`src/rtl/urpe_pkg.sv`:
```
`default_nettype none

package urpe_pkg;

	// Port status and control bit positions
	localparam int unsigned B_CCS = 0;
	localparam int unsigned B_PED = 1;
	localparam int unsigned B_OCA = 3;
	localparam int unsigned B_PLS_LO = 5;
	localparam int unsigned B_CSC = 17;
	localparam int unsigned B_PEC = 18;
	localparam int unsigned B_WRC = 19;
	localparam int unsigned B_OCC = 20;
	localparam int unsigned B_PRC = 21;
	localparam int unsigned B_CEC = 23;
	localparam int unsigned B_CAS = 24;

	localparam logic [31:0] CHANGE_MASK = 32'h01FE_0000;
	localparam logic [3:0] PLS_INACTIVE = 4'd6;
	localparam logic [31:0] PRESERVE_RESET = 32'h0E01_C3E0;

	localparam int unsigned CFG_IDX_W = 8;

	typedef enum logic [CFG_IDX_W-1:0] {
		CFG_USB3_PORTS = 8'd0,
		CFG_PRESERVE_MASK = 8'd1
	} cfg_reg_t;

	typedef enum logic [1:0] {
		ST_DISC = 2'd0,
		ST_WAIT_HOT = 2'd1,
		ST_WAIT_WARM = 2'd2,
		ST_ENABLED = 2'd3
	} port_state_t;

	// One entry of the per-port state memory
	typedef struct packed {
		logic dev;
		port_state_t st;
	} entry_t;

	// Decision for one event
	typedef struct packed {
		port_state_t next_state;
		logic dev;
		logic ack_write;
		logic [31:0] ack_value;
		logic power_off;
		logic power_on;
		logic warm_reset;
		logic hot_reset;
		logic start_enumeration;
		logic device_removed;
	} result_t;

endpackage

`default_nettype wire

```
`src/rtl/urpe_rules.sv`:
```
`default_nettype none

module urpe_rules (
	input  wire logic [31:0] status,
	input  wire urpe_pkg::entry_t cur,
	input  wire logic usb3,
	input  wire logic [31:0] preserve_mask,
	output urpe_pkg::result_t res
);

	always_comb begin
		logic [31:0] chg;
		logic done;
		urpe_pkg::port_state_t st;
		logic dev;

		chg = status & urpe_pkg::CHANGE_MASK;
		st = cur.st;
		dev = cur.dev;
		done = 1'b0;
		res = '0;

		if (chg != 32'd0) begin
			res.ack_write = 1'b1;
			res.ack_value = (status & preserve_mask) | chg;
		end

		// over-current is checked first; an active over-current ends the decision
		if (status[urpe_pkg::B_OCC]) begin
			if (status[urpe_pkg::B_OCA]) begin
				res.power_off = 1'b1;
				st = urpe_pkg::ST_DISC;
				res.device_removed = dev;
				dev = 1'b0;
				done = 1'b1;
			end else begin
				res.power_on = 1'b1;
			end
		end

		if (!done && status[urpe_pkg::B_CEC]) begin
			st = urpe_pkg::ST_DISC;
			done = 1'b1;
		end

		if (!done && (status[urpe_pkg::B_CSC] || status[urpe_pkg::B_CAS] ||
				(status[urpe_pkg::B_CCS] && st == urpe_pkg::ST_DISC))) begin
			if (status[urpe_pkg::B_CCS]) begin
				if (usb3 && status[urpe_pkg::B_PLS_LO +: 4] == urpe_pkg::PLS_INACTIVE) begin
					res.warm_reset = 1'b1;
					st = urpe_pkg::ST_WAIT_WARM;
				end else begin
					res.hot_reset = 1'b1;
					st = urpe_pkg::ST_WAIT_HOT;
				end
			end else begin
				st = urpe_pkg::ST_DISC;
				res.device_removed = dev;
				dev = 1'b0;
			end
			done = 1'b1;
		end

		if (!done) begin
			if ((status[urpe_pkg::B_PRC] || status[urpe_pkg::B_WRC]) &&
					(st == urpe_pkg::ST_WAIT_HOT || st == urpe_pkg::ST_WAIT_WARM)) begin
				if (status[urpe_pkg::B_PED]) begin
					st = urpe_pkg::ST_ENABLED;
					res.start_enumeration = 1'b1;
					dev = 1'b1;
				end else begin
					st = urpe_pkg::ST_DISC;
				end
			end
			if (status[urpe_pkg::B_PEC] && !status[urpe_pkg::B_PED] &&
					st == urpe_pkg::ST_ENABLED) begin
				st = urpe_pkg::ST_DISC;
				res.device_removed = dev;
				dev = 1'b0;
			end
		end

		res.next_state = st;
		res.dev = dev;
	end

endmodule

`default_nettype wire

```
`src/rtl/usb_root_port_event_fsm.sv`:
```
// Channel  | Direction | Payload (low bit first)
// ---------+-----------+----------------------------------------------------------
// s_axis   | in        | port_number[4:0], port_status[36:5]
// m_axis   | out       | port_echo, next_state, ack_write, ack_value, power_off,
//          |           | power_on, warm_reset, hot_reset, start_enumeration,
//          |           | device_removed
// cfg      | in        | cfg_index selects usb3_ports (0) or preserve_mask (1)
//
// One event per cycle unless the output stalls; stage 1 and the output are registered.
// The rate is set by the read-modify-write of the per-port state memory: the read
// is issued at accept, and a write to the same port at that edge is forwarded.
// Reset clears a per-port valid bit array; no clearing pass over the memory.
// A stalled output holds the pipeline stage; the input keeps taking events until
// both the stage and the output register are full.
`default_nettype none

module usb_root_port_event_fsm #(
	parameter int NUM_PORTS = 16
) (
	input  wire logic clk,
	input  wire logic arst_n,

	input  wire logic s_axis_tvalid,
	output logic s_axis_tready,
	input  wire logic [39:0] s_axis_tdata, // port_number[4:0], port_status[36:5], zero

	output logic m_axis_tvalid,
	input  wire logic m_axis_tready,
	output logic [47:0] m_axis_tdata, // port_echo[4:0], next_state[6:5], ack_write[7],
	                                   // ack_value[39:8], power_off[40], power_on[41],
	                                   // warm_reset[42], hot_reset[43],
	                                   // start_enumeration[44], device_removed[45], zero

	input  wire logic cfg_valid,
	output logic cfg_ready,
	input  wire logic [urpe_pkg::CFG_IDX_W-1:0] cfg_index,
	input  wire logic [31:0] cfg_data
);

	localparam int IDX_W = (NUM_PORTS > 1) ? $clog2(NUM_PORTS) : 1;

	// configuration registers
	logic [15:0] usb3_q;
	logic [31:0] preserve_q;

	// input decode
	logic s_accept;
	logic [4:0] in_pn;
	logic [31:0] in_ps;
	logic [4:0] in_idx5;
	logic [IDX_W-1:0] in_idx;
	logic in_range;
	logic in_usb3;

	// stage 1: memory read in flight
	logic s1_vld_q;
	logic [4:0] pn_s1;
	logic [31:0] ps_s1;
	logic [IDX_W-1:0] idx_s1;
	logic usb3_s1;
	urpe_pkg::entry_t rd_s1;
	logic fwd_s1;
	urpe_pkg::entry_t fwd_data_s1;

	// state memory and valid bits
	urpe_pkg::entry_t mem [NUM_PORTS];
	logic [NUM_PORTS-1:0] vld_bits_q;

	logic advance;
	urpe_pkg::entry_t cur;
	urpe_pkg::entry_t wdata;
	urpe_pkg::result_t res;

	// output register
	logic m_valid_q;
	logic [47:0] out_data_q;

	assign cfg_ready = 1'b1;

	always_ff @(posedge clk or negedge arst_n) begin
		if (!arst_n) begin
			usb3_q <= '0;
			preserve_q <= urpe_pkg::PRESERVE_RESET;
		end else if (cfg_valid) begin
			// drop writes to unknown indexes
			if (cfg_index == urpe_pkg::CFG_USB3_PORTS) begin
				usb3_q <= cfg_data[15:0];
			end else if (cfg_index == urpe_pkg::CFG_PRESERVE_MASK) begin
				preserve_q <= cfg_data;
			end
		end
	end

	assign s_accept = s_axis_tvalid & s_axis_tready;
	assign in_pn = s_axis_tdata[4:0];
	assign in_ps = s_axis_tdata[36:5];
	assign in_idx5 = in_pn - 5'd1;
	assign in_idx = IDX_W'(in_idx5);
	// port numbers of zero or beyond the last port are taken and dropped
	assign in_range = (in_pn != 5'd0) && (32'(in_pn) <= 32'(NUM_PORTS));
	// ports above sixteen have no usb3 bit and count as USB 2
	assign in_usb3 = ~in_idx5[4] & usb3_q[in_idx5[3:0]];

	// advance stage 1 when the output register is free or drains this cycle
	assign advance = s1_vld_q & (~m_valid_q | m_axis_tready);
	assign s_axis_tready = ~s1_vld_q | advance;

	always_ff @(posedge clk or negedge arst_n) begin
		if (!arst_n) begin
			s1_vld_q <= 1'b0;
		end else if (s_accept) begin
			s1_vld_q <= in_range;
		end else if (advance) begin
			s1_vld_q <= 1'b0;
		end
	end

	// capture the event and issue the read; a write to the same port at this
	// edge lands after the read, so forward its data
	always_ff @(posedge clk) begin
		if (s_accept) begin
			pn_s1 <= in_pn;
			ps_s1 <= in_ps;
			idx_s1 <= in_idx;
			usb3_s1 <= in_usb3;
			rd_s1 <= mem[in_idx];
			fwd_s1 <= advance && (idx_s1 == in_idx);
			fwd_data_s1 <= wdata;
		end
	end

	always_ff @(posedge clk) begin
		if (advance) begin
			mem[idx_s1] <= wdata;
		end
	end

	always_ff @(posedge clk or negedge arst_n) begin
		if (!arst_n) begin
			vld_bits_q <= '0;
		end else if (advance) begin
			vld_bits_q[idx_s1] <= 1'b1;
		end
	end

	// a never-written entry reads as disconnected with no device
	always_comb begin
		if (fwd_s1) begin
			cur = fwd_data_s1;
		end else if (vld_bits_q[idx_s1]) begin
			cur = rd_s1;
		end else begin
			cur = '0;
		end
	end

	urpe_rules u_rules (
		.status(ps_s1),
		.cur(cur),
		.usb3(usb3_s1),
		.preserve_mask(preserve_q),
		.res(res)
	);

	assign wdata.dev = res.dev;
	assign wdata.st = res.next_state;

	always_ff @(posedge clk or negedge arst_n) begin
		if (!arst_n) begin
			m_valid_q <= 1'b0;
		end else if (advance) begin
			m_valid_q <= 1'b1;
		end else if (m_axis_tready) begin
			m_valid_q <= 1'b0;
		end
	end

	always_ff @(posedge clk) begin
		if (advance) begin
			out_data_q <= {2'b00, res.device_removed, res.start_enumeration,
				res.hot_reset, res.warm_reset, res.power_on, res.power_off,
				res.ack_value, res.ack_write, res.next_state, pn_s1};
		end
	end

	assign m_axis_tvalid = m_valid_q;
	assign m_axis_tdata = out_data_q;

`ifndef NO_ASSERTIONS
	// an out-of-range port must never enter the pipeline
	a_drop_range: assert property (@(posedge clk) disable iff (!arst_n)
		s_accept && !in_range |=> !s1_vld_q)
		else $error("out-of-range port entered stage 1");

	// a held stage keeps its event and port index
	a_s1_hold: assert property (@(posedge clk) disable iff (!arst_n)
		s1_vld_q && !advance |=> s1_vld_q && $stable(idx_s1) && $stable(ps_s1))
		else $error("stage 1 lost its event while stalled");

	// power off leaves the port disconnected without power-on
	a_poff_disc: assert property (@(posedge clk) disable iff (!arst_n)
		m_axis_tvalid && m_axis_tdata[40] |->
		m_axis_tdata[6:5] == urpe_pkg::ST_DISC && !m_axis_tdata[41])
		else $error("power off with port not disconnected");

	// enumeration start always leaves the port enabled with a device
	a_enum_enabled: assert property (@(posedge clk) disable iff (!arst_n)
		advance && res.start_enumeration |->
		res.next_state == urpe_pkg::ST_ENABLED && res.dev)
		else $error("enumeration started on a port not enabled");
`endif

endmodule

`default_nettype wire
```
`config.mk`:
```
export PLATFORM = sky130hd
export DESIGN_NAME = usb_root_port_event_fsm
export DESIGN_NICKNAME = d
export VERILOG_FILES = /design/src/rtl/urpe_pkg.sv /design/src/rtl/urpe_rules.sv /design/src/rtl/usb_root_port_event_fsm.sv
export SDC_FILE = /design/constraint.sdc
export NUM_CORES = 1
export LEC_CHECK = 0
export BUFFER_PORTS_ARGS = -buffer_cell sky130_fd_sc_hd__buf_2
export CAP_MARGIN = 5
export CORE_MARGIN = 4
export CORE_UTILIZATION = 55
export DETAILED_ROUTE_END_ITERATION = 6
export PLACE_DENSITY_LB_ADDON = 0.05
export SETUP_SLACK_MARGIN = 0.05
export SLEW_MARGIN = 20
export SYNTH_ARGS = -nofsm -noshare
export SYNTH_HDL_FRONTEND = slang
export SYNTH_SLANG_ARGS = --single-unit
```
`constraint.sdc`:
```
create_clock -name clk -period 3.8 [get_ports clk]
set_input_delay 0.76 -clock clk [delete_from_list [all_inputs] [get_ports clk]]
set_output_delay 0.76 -clock clk [all_outputs]
set_load 0.02 [all_outputs]
```
==> results of run 1 <==
## area by class of cell
type | instances | share of cell area
clock buffer | 29 | 0.0669
clock inverter | 11 | 0.0113
inverter | 9 | 0.00360
multi-input combinational | 217 | 0.205
sequential | 201 | 0.613
tap | 180 | 0.0240
timing repair buffer | 136 | 0.0767
## synthesized netlist by cell type, types with 2 or more instances
cell | count | area, um^2
sky130_fd_sc_hd__edfxtp_1 | 143 | 4290
sky130_fd_sc_hd__dfrtp_1 | 47 | 1180
sky130_fd_sc_hd__mux2_2 | 42 | 473
sky130_fd_sc_hd__and3_1 | 25 | 156
sky130_fd_sc_hd__mux4_2 | 20 | 450
sky130_fd_sc_hd__nor2_1 | 20 | 75.1
sky130_fd_sc_hd__or2_2 | 18 | 113
sky130_fd_sc_hd__clkbuf_1 | 16 | 60.1
sky130_fd_sc_hd__nand2_1 | 15 | 56.3
sky130_fd_sc_hd__dfstp_2 | 11 | 289
sky130_fd_sc_hd__inv_1 | 9 | 33.8
sky130_fd_sc_hd__nand2b_1 | 7 | 43.8
sky130_fd_sc_hd__xor2_1 | 6 | 52.6
sky130_fd_sc_hd__nand3_1 | 5 | 25.0
sky130_fd_sc_hd__nor3_1 | 5 | 25.0
sky130_fd_sc_hd__buf_1 | 4 | 15.0
sky130_fd_sc_hd__o21ai_0 | 4 | 20.0
sky130_fd_sc_hd__a21oi_1 | 3 | 15.0
sky130_fd_sc_hd__and2_1 | 3 | 18.8
sky130_fd_sc_hd__buf_4 | 3 | 22.5
sky130_fd_sc_hd__nor2b_1 | 3 | 18.8
sky130_fd_sc_hd__nor4_1 | 3 | 18.8
sky130_fd_sc_hd__a31oi_1 | 2 | 12.5
sky130_fd_sc_hd__conb_1 | 2 | 7.51
sky130_fd_sc_hd__mux2i_1 | 2 | 20.0
sky130_fd_sc_hd__mux4_1 | 2 | 52.6
sky130_fd_sc_hd__o21a_1 | 2 | 15.0
sky130_fd_sc_hd__o22a_1 | 2 | 17.5
sky130_fd_sc_hd__o31ai_1 | 2 | 15.0
sky130_fd_sc_hd__or3_1 | 2 | 12.5
sky130_fd_sc_hd__xnor2_1 | 2 | 17.5
## per-layer routing
layer,wire length [um],share of wire
met3,905,0.058
met4,274,0.018
met2,7720,0.50
met1,6640,0.43
met5,0,0
## state kept, by name, summed over array words and instances (netlist names)
register / cells
fwd_data_s1: 3
fwd_s1: 1
idx_s1: 4
m_axis_tdata: 46
m_axis_tvalid: 1
mem: 48
pn_s1: 5
preserve_q: 24
ps_s1: 32
rd_s1: 3
s1_vld_q: 1
usb3_q: 16
usb3_s1: 1
vld_bits_q: 16
## worst max-delay path, stage by stage (launching register included)
cell	delay, ps
sky130_fd_sc_hd__edfxtp_1	410
sky130_fd_sc_hd__mux4_1	610
sky130_fd_sc_hd__o22a_1	240
sky130_fd_sc_hd__a22o_1	270
sky130_fd_sc_hd__a22oi_2	300
sky130_fd_sc_hd__xor2_1	180
sky130_fd_sc_hd__nand4_1	150
sky130_fd_sc_hd__a21oi_2	630
## worst max-delay path by stage
stage                          from          to  slack (ps)  cells after the start
finish                    idx_s1[2]   mem[1][2]         700                      7
global route              idx_s1[2]  mem[14][2]         540                      7
CTS                       idx_s1[2]  mem[14][2]         290                      7
detailed placement        idx_s1[2]  mem[12][2]         350                      7
global placement          idx_s1[2]  mem[13][2]         430                      7
floorplan           s_axis_tdata[0]    rd_s1[0]         150                      8
## metrics by stage
step           hold WS (ps)  instance area [um^2]  utilization  power (W)  worst slack [ps]
3_5_place_dp            405                  8650        0.623    0.00314               350
6_report                269                  9400        0.677    0.00520               696
3_3_place_gp            402                  8650        0.623    0.00312               435
5_1_grt                 299                  9400        0.677    0.00541               539
4_1_cts                 420                  9390        0.676    0.00525               285
2_1_floorplan           400                  7820            -    0.00295               145
## logic make-up (layout without fill, tap and decap cells)
family | after synthesis | count (layout) | synth area share
DFF | 201 | 201 | 0.736
and+or+nand+nor | 114 | 114 | 0.0808
muxes | 66 | 66 | 0.127
buffers and inverters | 34 | 185 | 0.0189
AOI/OAI and AO/OA | 25 | 25 | 0.0250
xor gates and xnor gates | 8 | 8 | 0.00896
other | 2 | 3 | 0.000960
adders and majority gates | 1 | 1 | 0.00160
## power groups by stage
stage | Combinational, W | Clock [W] | Sequential [W]
6_report | 0.000479 | 0.00210 | 0.00262
3_3_place_gp | 0.000469 | 0 | 0.00265
3_5_place_dp | 0.000481 | 0 | 0.00266
5_1_grt | 0.000525 | 0.00225 | 0.00264
4_1_cts | 0.000485 | 0.00214 | 0.00262
2_1_floorplan | 0.000274 | 0 | 0.00268
==> qor.json, run 1 <==
{
  "fp-row-count": 43,
  "cts.sink_count": 201,
  "synth_flop_cell": "sky130_fd_sc_hd__edfxtp_1",
  "crit_arrival_ps": 3290,
  "syn-cell-area_um2": 7820,
  "post_cts_buffers": 0,
  "vias_per_cell": 5.56,
  "timing_worst_setup_path_type": "flip-flop to flip-flop",
  "status": "finished clean",
  "power_frac_comb": 0.092,
  "globalRouteOverflowTotal": 0,
  "antenna-diode-count": 0,
  "grt_use_met3": 0.0385,
  "h-tree-depth": 1,
  "grt_first_pass_wirelength_um": 24500,
  "most-common-layout-cells": "sky130_fd_sc_hd__edfxtp_1 (143), sky130_fd_sc_hd__buf_2 (120), sky130_fd_sc_hd__dfrtp_1 (47)",
  "portBuffers": 121,
  "initial_utilization": 0.563,
  "layout-area-overhead-vs-synth_pct": 20.1,
  "tns_ps": 0,
  "end_kind": "flip-flop",
  "ios": 136,
  "use_met1": 0.272,
  "final_layout_size_suffix_gt1_frac": 0.448,
  "critPathMaxFanout": 17,
  "worst_r2r_startpoint": "idx_s1[2]",
  "global_route.peak_usage_layer": "met2",
  "layout_min_cycle_time_ps": 3100,
  "avgSynthCellArea_um2": 17.3,
  "max-cap-violations": 0,
  "part_of_the_yosys_area_used_for_sequential_elements": 0.736,
  "pwr_density_cell_nw_per_um2": 553,
  "grt_use_total": 0.195,
  "skew_ps": 8.83,
  "p_switching_w": 0.00114,
  "grt_start_max_net_pins": 46,
  "seq_area_um2": 5760,
  "worst_min_delay_path_class": "primary input to asynchronous set/reset pin",
  "number_of_storage_elements_in_the_synthesis_netlist": 201,
  "dieArea_um2": 16200,
  "drt_first_pass_iters": 5,
  "max_freq_mhz": 322,
  "clock_insertion_delay_worst_skew_ps": 490,
  "post-place-cells": 743,
  "detailedRoute.firstIterationViolations": 247,
  "finish.cell_count_without_fillers": 783,
  "cts_repair_resize_count": 0,
  "cp_data_required_time_ps": 3980,
  "fill_cells": 951,
  "final_net_count": 673,
  "numCtsBuffers": 22,
  "floorplan.die.width_um": 127,
  "globalRouteMet2Util": 0.326,
  "ant_nets": 0,
  "routed_wl_um": 15500,
  "tritoncts": "built",
  "worst_slew_pin_slew_ps": 940,
  "final_max_slew_viol_count": 0,
  "r2r_slack_ps": 700,
  "pwr-share-seq": 0.504,
  "hold_viol": 0,
  "maxSlewHeadroom": 0.371,
  "die_h_um": 127,
  "post_synth_num_cell_types": 52,
  "postCtsHoldBufs": 0,
  "unrepaired_setup_endpoints_after_global_routing": "no",
  "cts.reportedPaths.clkPinSlew_ps": 60,
  "cp-start-kind": "flip-flop",
  "layout_commonest_cell": "sky130_fd_sc_hd__edfxtp_1",
  "area_of_combinational_cells_with_multiple_inputs_um2": 1920,
  "drc_viols": 0,
  "timing.final.setup_violations": 0,
  "initial_antenna_violation_count": 0,
  "via_count_of_the_first_global_routing_pass": 4444,
  "synth-edff-count": 143,
  "power_report.internal_total_w": 0.00406,
  "cellLeakagePower_nw": 3.89,
  "wire_per_inst_um": 19.8,
  "timing.rr.end": "mem[1][2]",
  "clockPowerShare": 0.404,
  "switching_share": 0.219,
  "async_reset_ff_frac": 0.289,
  "post-dp-hpwl_um": 10600,
  "vdd_drop_max_mv": 0.387,
  "finalWeightedCongestion": 0.871,
  "yosysWarnings": 0,
  "clock_tree.buffer_depth": 3,
  "synthCells": 451,
  "share_of_the_cycle_needed_by_the_critical_path_after_routing": 0.817,
  "route.vias.total": 4354,
  "coreArea_um2": 13900,
  "r2r_cells": 7,
  "cts_root_buf": "sky130_fd_sc_hd__clkbuf_16"
}
No activity file was read; power rests on OpenSTA's default activity.
==> inputs of run 2 (changes only) <==
Settings changed: CORE_UTILIZATION 55 to 50.
Clock period 3.8 ns to 2.5 ns, I/O delays scaled along.
==> run 2 against run 1 <==
The run now ends with negative setup slack left. Die area increased by 9.4%. Clock power increased by 49%. Worst hold slack got worse by 98 ps. Sequential share of layout area decreased by 2.5 points. Sequential cell count unchanged. Total power increased by 53%. Global-route usage decreased by 1.5 points. Non-clock buffer count increased by 26. Count of clock-buffer cells in the layout increased by 6. Core utilization decreased by 3.5 points. Setup slack got worse by 990 ps. Final area increased by 4.2%. Critical path type unchanged.
==> qor.json, run 2 (synthesis gave the netlist of run 1 again) <==
{
  "final_max_slew_viol_count": {"value": 0, "change": "unchanged"},
  "place_area": {"value": 8940, "unit": "um^2", "change": "was 8650 um^2"},
  "place_worst_setup_slack": {"value": -386, "unit": "ps", "change": "was 350 ps"},
  "r2r_cells": {"value": 9, "change": "was 7"},
  "ant_nets": {"value": 0, "change": "unchanged"},
  "clock_tree.buffer_depth": {"value": 3, "change": "unchanged"},
  "worst_r2r_startpoint": {"value": "idx_s1[2]", "change": "unchanged"},
  "share_of_the_cycle_needed_by_the_critical_path_after_routing": {"value": 1.12, "change": "was 0.817"},
  "status": {"value": "complete, but fails checks", "change": "was finished clean"},
  "grt_first_pass_wirelength": {"value": 25100, "unit": "um", "change": "was 24500 um"},
  "cp_data_required_time": {"value": 2850, "unit": "ps", "change": "was 3980 ps"},
  "vias_per_cell": {"value": 5.24, "change": "was 5.56"},
  "final_net_count": {"value": 699, "change": "was 673"},
  "critPathMaxFanout": {"value": 18, "change": "was 17"},
  "portBuffers": {"value": 121, "change": "unchanged"},
  "timing_worst_setup_path_type": {"value": "flip-flop to flip-flop", "change": "unchanged"},
  "max-cap-violations": {"value": 0, "change": "unchanged"},
  "drc_viols": {"value": 0, "change": "unchanged"},
  "area_of_combinational_cells_with_multiple_inputs": {"value": 2010, "unit": "um^2", "change": "was 1920 um^2"},
  "vdd_drop_max": {"value": 0.662, "unit": "mV", "change": "was 0.387 mV"},
  "cts_root_buf": {"value": "sky130_fd_sc_hd__clkbuf_16", "change": "unchanged"},
  "fp-row-count": {"value": 45, "change": "was 43"},
  "post-dp-hpwl": {"value": 10900, "unit": "um", "change": "was 10600 um"},
  "maxSlewHeadroom": {"value": 0.488, "change": "was 0.371"},
  "seq_area": {"value": 5760, "unit": "um^2", "change": "unchanged"},
  "initial_antenna_violation_count": {"value": 0, "change": "unchanged"},
  "clock_insertion_delay_worst_skew": {"value": 490, "unit": "ps", "change": "about the same"},
  "cts.sink_count": {"value": 201, "change": "unchanged"},
  "numCtsBuffers": {"value": 22, "change": "unchanged"},
  "final_util": {"value": 0.641, "change": "was 0.677"},
  "stdcell_area": {"value": 9790, "unit": "um^2", "change": "was 9400 um^2"},
  "dieArea": {"value": 17700, "unit": "um^2", "change": "was 16200 um^2"},
  "layout_commonest_cell": {"value": "sky130_fd_sc_hd__edfxtp_1", "change": "unchanged"},
  "cts.reportedPaths.clkPinSlew": {"value": 60, "unit": "ps", "change": "about the same"},
  "timing.final.setup_violations": {"value": 55, "change": "was 0"},
  "via_count_of_the_first_global_routing_pass": {"value": 4614, "change": "was 4444"},
  "final_layout_size_suffix_gt1_frac": {"value": 0.486, "change": "was 0.448"},
  "tritoncts": {"value": "built", "change": "unchanged"},
  "finalWeightedCongestion": {"value": 0.875, "change": "was 0.871"},
  "layout_min_cycle_time": {"value": 2800, "unit": "ps", "change": "was 3100 ps"},
  "setup_ws": {"value": -298, "unit": "ps", "change": "was 696 ps"},
  "postCtsHoldBufs": {"value": 0, "change": "unchanged"},
  "worst_slew_pin_slew": {"value": 767, "unit": "ps", "change": "was 940 ps"},
  "hold_viol": {"value": 0, "change": "unchanged"},
  "cp-start-kind": {"value": "flip-flop", "change": "unchanged"},
  "skew": {"value": 10.9, "unit": "ps", "change": "was 8.83 ps"},
  "end_kind": {"value": "flip-flop", "change": "unchanged"},
  "tns": {"value": -13410, "unit": "ps", "change": "was 0 ps"},
  "wire_per_inst": {"value": 19.0, "unit": "um", "change": "was 19.8 um"},
  "grt_use_total": {"value": 0.180, "change": "was 0.195"},
  "die_h": {"value": 133, "unit": "um", "change": "was 127 um"},
  "detailedRoute.firstIterationViolations": {"value": 226, "change": "was 247"},
  "largest_reg_flops": {"value": 48, "change": "unchanged"},
  "drt_first_pass_iters": {"value": 4, "change": "was 5"},
  "layout-area-overhead-vs-synth": {"value": 25.2, "unit": "%", "change": "was 20.1%"},
  "antenna-diode-count": {"value": 0, "change": "unchanged"},
  "pwr_density_cell": {"value": 812, "unit": "nW/um^2", "change": "was 553 nW/um^2"},
  "crit_arrival": {"value": 3150, "unit": "ps", "change": "was 3290 ps"},
  "route.vias.total": {"value": 4399, "change": "was 4354"},
  "max_freq": {"value": 357, "unit": "MHz", "change": "was 322 MHz"},
  "cellLeakagePower": {"value": 4.03, "unit": "nW", "change": "was 3.89 nW"},
  "ios": {"value": 136, "change": "unchanged"},
  "initial_utilization": {"value": 0.513, "change": "was 0.563"},
  "timing.rr.end": {"value": "mem[9][0]", "change": "was mem[1][2]"},
  "registers.top_by_ff_count": {"value": "mem", "change": "unchanged"},
  "floorplan.die.width": {"value": 133, "unit": "um", "change": "was 127 um"},
  "unrepaired_setup_endpoints_after_global_routing": {"value": "yes", "change": "was no"},
  "violations": "negative setup slack",
  "most-common-layout-cells": {"value": "sky130_fd_sc_hd__edfxtp_1 (143), sky130_fd_sc_hd__buf_2 (121), sky130_fd_sc_hd__dfrtp_1 (47)", "change": "was sky130_fd_sc_hd__edfxtp_1 (143), sky130_fd_sc_hd__buf_2 (120), sky130_fd_sc_hd__dfrtp_1 (47)"},
  "h-tree-depth": {"value": 1, "change": "unchanged"},
  "grt_start_max_net_pins": {"value": 59, "change": "was 46"},
  "globalRouteOverflowTotal": {"value": 0, "change": "unchanged"},
  "routed_wl": {"value": 16000, "unit": "um", "change": "was 15500 um"},
  "worst_min_delay_path_class": {"value": "primary input to asynchronous set/reset pin", "change": "unchanged"},
  "r2r_slack": {"value": -300, "unit": "ps", "change": "was 700 ps"},
  "coreArea": {"value": 15300, "unit": "um^2", "change": "was 13900 um^2"},
  "post-layout-total-power": {"value": 0.00794, "unit": "W", "change": "was 0.00520 W"},
  "fill_cells": {"value": 1127, "change": "was 951"}
}
## run 2: cell count changes in the layout (fill, tap and decap cells not counted), sizes merged
cell / change
clkinv: -4
inv: -1
clkinvlp: +1
bufinv: -2
clkbuf: +6
buf: +26
## run 2: worst max-delay path by stage
stage | startpoint | end | depth (start not counted)
2_1_floorplan | idx_s1[3] | fwd_data_s1[0] | 8
3_3_place_gp | idx_s1[2] | mem[13][0] | 9
3_5_place_dp | idx_s1[2] | mem[14][1] | 7
4_1_cts | idx_s1[2] | mem[9][0] | 9
5_1_grt | idx_s1[2] | mem[12][0] | 10
6_report | idx_s1[2] | mem[9][0] | 9
## run 2: per-layer routing
layer | vias up | routed length [um] | global-route usage | part of all wire
met5 | - | 0 | 0 | 0
met4 | 0 | 298 | 0.0433 | 0.019
met3 | 25 | 767 | 0.0331 | 0.048
met2 | 122 | 7710 | 0.299 | 0.48
met1 | 2222 | 7180 | 0.249 | 0.45
li1 | 2030 | - | - | -
## run 2: stage by stage
step,std cells,hold WS (ps)
floorplan,452,204
global placement,795,402
detailed placement,795,406
CTS,839,157
global route,840,159
finish,840,171
## run 2: report_power, final
part	total (W)	internal, W	switching (W)	leakage [nW]
sequential	0.00398	0.00387	0.000109	2.08
combinational	0.000842	0.000403	0.000439	1.61
clock	0.00312	0.00190	0.00122	0.345
total	0.00794	0.00617	0.00177	4.03
## run 2: final cells by class
cell class	instances	area share
inverter	9	0.00384
sequential	201	0.588
clock inverter	5	0.00281
tap	211	0.0270
multi-input combinational	217	0.205
clock buffer	35	0.0708
timing repair buffer	162	0.102
## run 2: repair_timing
item                                    CTS  global route
gates cloned                              0             0
endpoints found under the setup margin   57            57
gates resized for setup                   8            13
pin swaps                                 6             3
buffers inserted                          5             2
## run 2: worst max-delay path, cell delays in order (launching register included)
cell and delay (ps):
sky130_fd_sc_hd__edfxtp_1 440, sky130_fd_sc_hd__mux4_2 380, sky130_fd_sc_hd__o22a_1 160, sky130_fd_sc_hd__a32o_2 230
sky130_fd_sc_hd__nor2_2 60, sky130_fd_sc_hd__buf_6 130, sky130_fd_sc_hd__a31o_4 250, sky130_fd_sc_hd__or4b_4 500
sky130_fd_sc_hd__a221oi_4 320, sky130_fd_sc_hd__buf_12 180
==> inputs of run 3 (changes only) <==
Settings changed: CORE_UTILIZATION 50 to 30, PLACE_DENSITY from default to 0.49, PLACE_DENSITY_LB_ADDON 0.05 to default.
==> run 3 against run 2 <==
The flow still finishes with violations (negative setup slack). Sequential share of layout area fell by 1.2 points. Cell count rose by 15%. Setup slack got worse by 74 ps. Core utilization fell by 25 points. Largest power group unchanged. Non-clock buffer count rose by 4. Sequential cell count did not move. Clock power barely moved. Total power rose by 0.24%. Via count rose by 0.75%. Count of clock-buffer cells in the layout fell by 4.
==> qor.json, run 3 (synthesis gave the netlist of run 1 again) <==
{
  "status": {"value": "complete, but fails checks", "change": "unchanged"},
  "violations": {"value": "negative setup slack", "change": "unchanged"},
  "switching_share": {"value": 0.228, "change": "was 0.223"},
  "layout-area-overhead-vs-synth": {"value": 27.8, "unit": "%", "change": "was 25.2%"},
  "end_kind": {"value": "flip-flop", "change": "unchanged"},
  "final_util": {"value": 0.393, "change": "was 0.641"},
  "globalRouteOverflowTotal": {"value": 0, "change": "unchanged"},
  "grt_start_max_net_pins": {"value": 47, "change": "was 59"},
  "dieArea": {"value": 28700, "unit": "um^2", "change": "was 17700 um^2"},
  "post-dp-hpwl": {"value": 12200, "unit": "um", "change": "was 10900 um"},
  "worst_slew_pin_slew": {"value": 656, "unit": "ps", "change": "was 767 ps"},
  "max_freq": {"value": 348, "unit": "MHz", "change": "was 357 MHz"},
  "hold_viol": {"value": 0, "change": "unchanged"},
  "final_layout_size_suffix_gt1_frac": {"value": 0.488, "change": "was 0.486"},
  "clockPowerShare": {"value": 0.395, "change": "was 0.393"},
  "pwr-share-seq": {"value": 0.500, "change": "was 0.501"},
  "cts.reportedPaths.clkPinSlew": {"value": 60, "unit": "ps", "change": "about the same"},
  "crit_arrival": {"value": 3230, "unit": "ps", "change": "was 3150 ps"},
  "final_net_count": {"value": 704, "change": "was 699"},
  "via_count_of_the_first_global_routing_pass": {"value": 4615, "change": "was 4614"},
  "critical_path.max_stage_delay": {"value": 510, "unit": "ps", "change": "was 500 ps"},
  "most-common-layout-cells": {"value": "sky130_fd_sc_hd__edfxtp_1 (143), sky130_fd_sc_hd__buf_2 (121), sky130_fd_sc_hd__dfrtp_1 (47)", "change": "unchanged"},
  "p_switching": {"value": 0.00181, "unit": "W", "change": "was 0.00177 W"},
  "drt_first_pass_iters": {"value": 4, "change": "unchanged"},
  "worst_min_delay_path_class": {"value": "primary input to flip-flop", "change": "was primary input to asynchronous set/reset pin"},
  "finalWeightedCongestion": {"value": 0.810, "change": "was 0.875"},
  "ios": {"value": 136, "change": "unchanged"},
  "initial_utilization": {"value": 0.308, "change": "was 0.513"},
  "portBuffers": {"value": 121, "change": "unchanged"},
  "slowest_stage_cell_cp": {"value": "sky130_fd_sc_hd__or4b_4", "change": "unchanged"},
  "cts_root_buf": {"value": "sky130_fd_sc_hd__clkbuf_16", "change": "unchanged"},
  "share_of_the_cycle_needed_by_the_critical_path_after_routing": {"value": 1.15, "change": "was 1.12"},
  "cp_data_required_time": {"value": 2850, "unit": "ps", "change": "about the same"},
  "tns": {"value": -15670, "unit": "ps", "change": "was -13410 ps"},
  "tritoncts": {"value": "built", "change": "unchanged"},
  "routed_wl": {"value": 17400, "unit": "um", "change": "was 16000 um"},
  "timing_worst_setup_path_type": {"value": "flip-flop to flip-flop", "change": "unchanged"},
  "layout_commonest_cell": {"value": "sky130_fd_sc_hd__edfxtp_1", "change": "unchanged"},
  "timing.final.setup_violations": {"value": 55, "change": "unchanged"},
  "cellLeakagePower": {"value": 4.08, "unit": "nW", "change": "was 4.03 nW"},
  "wire_per_inst": {"value": 18.0, "unit": "um", "change": "was 19.0 um"},
  "unrepaired_setup_endpoints_after_global_routing": {"value": "yes", "change": "unchanged"},
  "max-cap-violations": {"value": 0, "change": "unchanged"},
  "route.vias.total": {"value": 4432, "change": "was 4399"},
  "vdd_drop_max": {"value": 0.508, "unit": "mV", "change": "was 0.662 mV"},
  "largest_reg_flops": {"value": 48, "change": "unchanged"},
  "numCtsBuffers": {"value": 23, "change": "was 22"},
  "clock_insertion_delay_worst_skew": {"value": 490, "unit": "ps", "change": "about the same"},
  "critPathTopFamily": {"value": "compound AO/OA/AOI/OAI gates", "change": "unchanged"},
  "grt_first_pass_wirelength": {"value": 26500, "unit": "um", "change": "was 25100 um"},
  "maxSlewHeadroom": {"value": 0.562, "change": "was 0.488"},
  "h-tree-depth": {"value": 1, "change": "unchanged"},
  "skew": {"value": 6.86, "unit": "ps", "change": "was 10.9 ps"},
  "critPathMaxFanout": {"value": 18, "change": "unchanged"},
  "drc_viols": {"value": 0, "change": "unchanged"},
  "clock_tree.buffer_depth": {"value": 3, "change": "unchanged"},
  "pwr_density_cell": {"value": 797, "unit": "nW/um^2", "change": "was 812 nW/um^2"},
  "cp-start-kind": {"value": "flip-flop", "change": "unchanged"},
  "coreArea": {"value": 25400, "unit": "um^2", "change": "was 15300 um^2"},
  "vias_per_cell": {"value": 4.59, "change": "was 5.24"},
  "fp-row-count": {"value": 58, "change": "was 45"},
  "initial_antenna_violation_count": {"value": 3, "change": "was 0"},
  "final_max_slew_viol_count": {"value": 0, "change": "unchanged"},
  "power_report.internal_total": {"value": 0.00615, "unit": "W", "change": "was 0.00617 W"},
  "die_h": {"value": 169, "unit": "um", "change": "was 133 um"},
  "grt_use_total": {"value": 0.117, "change": "was 0.180"},
  "setup_ws": {"value": -372, "unit": "ps", "change": "was -298 ps"},
  "detailedRoute.firstIterationViolations": {"value": 238, "change": "was 226"},
  "ant_nets": {"value": 0, "change": "unchanged"},
  "timing.critical_path.buf_inv": {"value": 2, "change": "unchanged"},
  "cts.sink_count": {"value": 201, "change": "unchanged"},
  "power_frac_comb": {"value": 0.105, "change": "was 0.106"},
  "crit_path_cell_trace": {"value": "mux4_2, o22a_1, a32o_2, nor2_2, buf_4, a31o_4, or4b_4, a221oi_4, buf_12", "change": "was mux4_2, o22a_1, a32o_2, nor2_2, buf_6, a31o_4, or4b_4, a221oi_4, buf_12"},
  "floorplan.die.width": {"value": 169, "unit": "um", "change": "was 133 um"},
  "layout_min_cycle_time": {"value": 2870, "unit": "ps", "change": "was 2800 ps"},
  "registers.top_by_ff_count": {"value": "mem", "change": "unchanged"}
}
[run 3: cell types whose count changed in the layout (fill, tap and decap cells not counted), moves of 2 or more]
cell and delta:
sky130_fd_sc_hd__clkbuf_1 -3, sky130_fd_sc_hd__clkinvlp_4 -2, sky130_fd_sc_hd__clkbuf_16 +2, sky130_fd_sc_hd__buf_6 -3
sky130_fd_sc_hd__clkinv_2 +5, sky130_fd_sc_hd__buf_4 +3
[run 3: path summary, 6_finish.rpt]
kind	from	to	slack (ps)	depth (start not counted)
setup reg to reg	idx_s1[2]	mem[15][0]	-370	9
max in group asynchronous	arst_n	preserve_q[9]	1400	3
hold reg to reg	pn_s1[0]	m_axis_tdata[0]	420	0
min in group asynchronous	arst_n	preserve_q[30]	470	2
setup / recovery	idx_s1[2]	mem[15][0]	-370	9
hold / removal	s_axis_tdata[10]	ps_s1[5]	180	1
[run 3: per-stage QoR]
stage	cell area [um^2]	total power, W	worst slack [ps]	hold WS (ps)	std cells
2_1_floorplan	7890	0.00451	-140	204	452
3_3_place_gp	9070	0.00482	-324	401	914
3_5_place_dp	9070	0.00485	-429	405	914
4_1_cts	9900	0.00806	-382	154	962
5_1_grt	9990	0.00832	-479	154	966
6_report	9990	0.00796	-372	182	966
[run 3: power by group through the flow]
stage	combinational (W)	clock (W)	sequential (W)
after detailed placement	0.000795	0	0.00405
after global placement	0.000773	0	0.00404
after global routing	0.000908	0.00341	0.00401
after CTS	0.000831	0.00325	0.00398
after floorplan	0.000437	0	0.00407
final	0.000836	0.00314	0.00398
[run 3: what timing repair did]
item	4_1_cts	5_1_grt
hold endpoints to repair	14	0
gates resized for setup	6	7
buffers inserted	5	2
pin swaps	6	5
setup endpoints to repair	57	57
hold buffers	1	0
gates cloned	0	2
[run 3: per-layer routing]
metal  wire length, um  track usage  up-vias
met5                21            0        -
met4               333       0.0343        4
met2              8710        0.198      118
li1                  -            -     2036
met1              7290        0.152     2246
met3              1050       0.0266       28
[run 3: area by class of cell]
cell class	count	area, um^2
diodes	1	2.50
clock buffers	31	668
clock inverters	11	61.3
fillers	2338	15400
inverters	9	37.5
multi-input cells	217	1990
flip-flops and latches	201	5760
well taps	330	413
repair buffers	166	1070
[run 3: worst reg2reg max path: stages, from the launching register on]
cell                       delay (ps)
sky130_fd_sc_hd__edfxtp_1         470
sky130_fd_sc_hd__mux4_2           390
sky130_fd_sc_hd__o22a_1           170
sky130_fd_sc_hd__a32o_2           220
sky130_fd_sc_hd__nor2_2            60
sky130_fd_sc_hd__buf_4            150
sky130_fd_sc_hd__a31o_4           260
sky130_fd_sc_hd__or4b_4           510
sky130_fd_sc_hd__a221oi_4         330
sky130_fd_sc_hd__buf_12           180
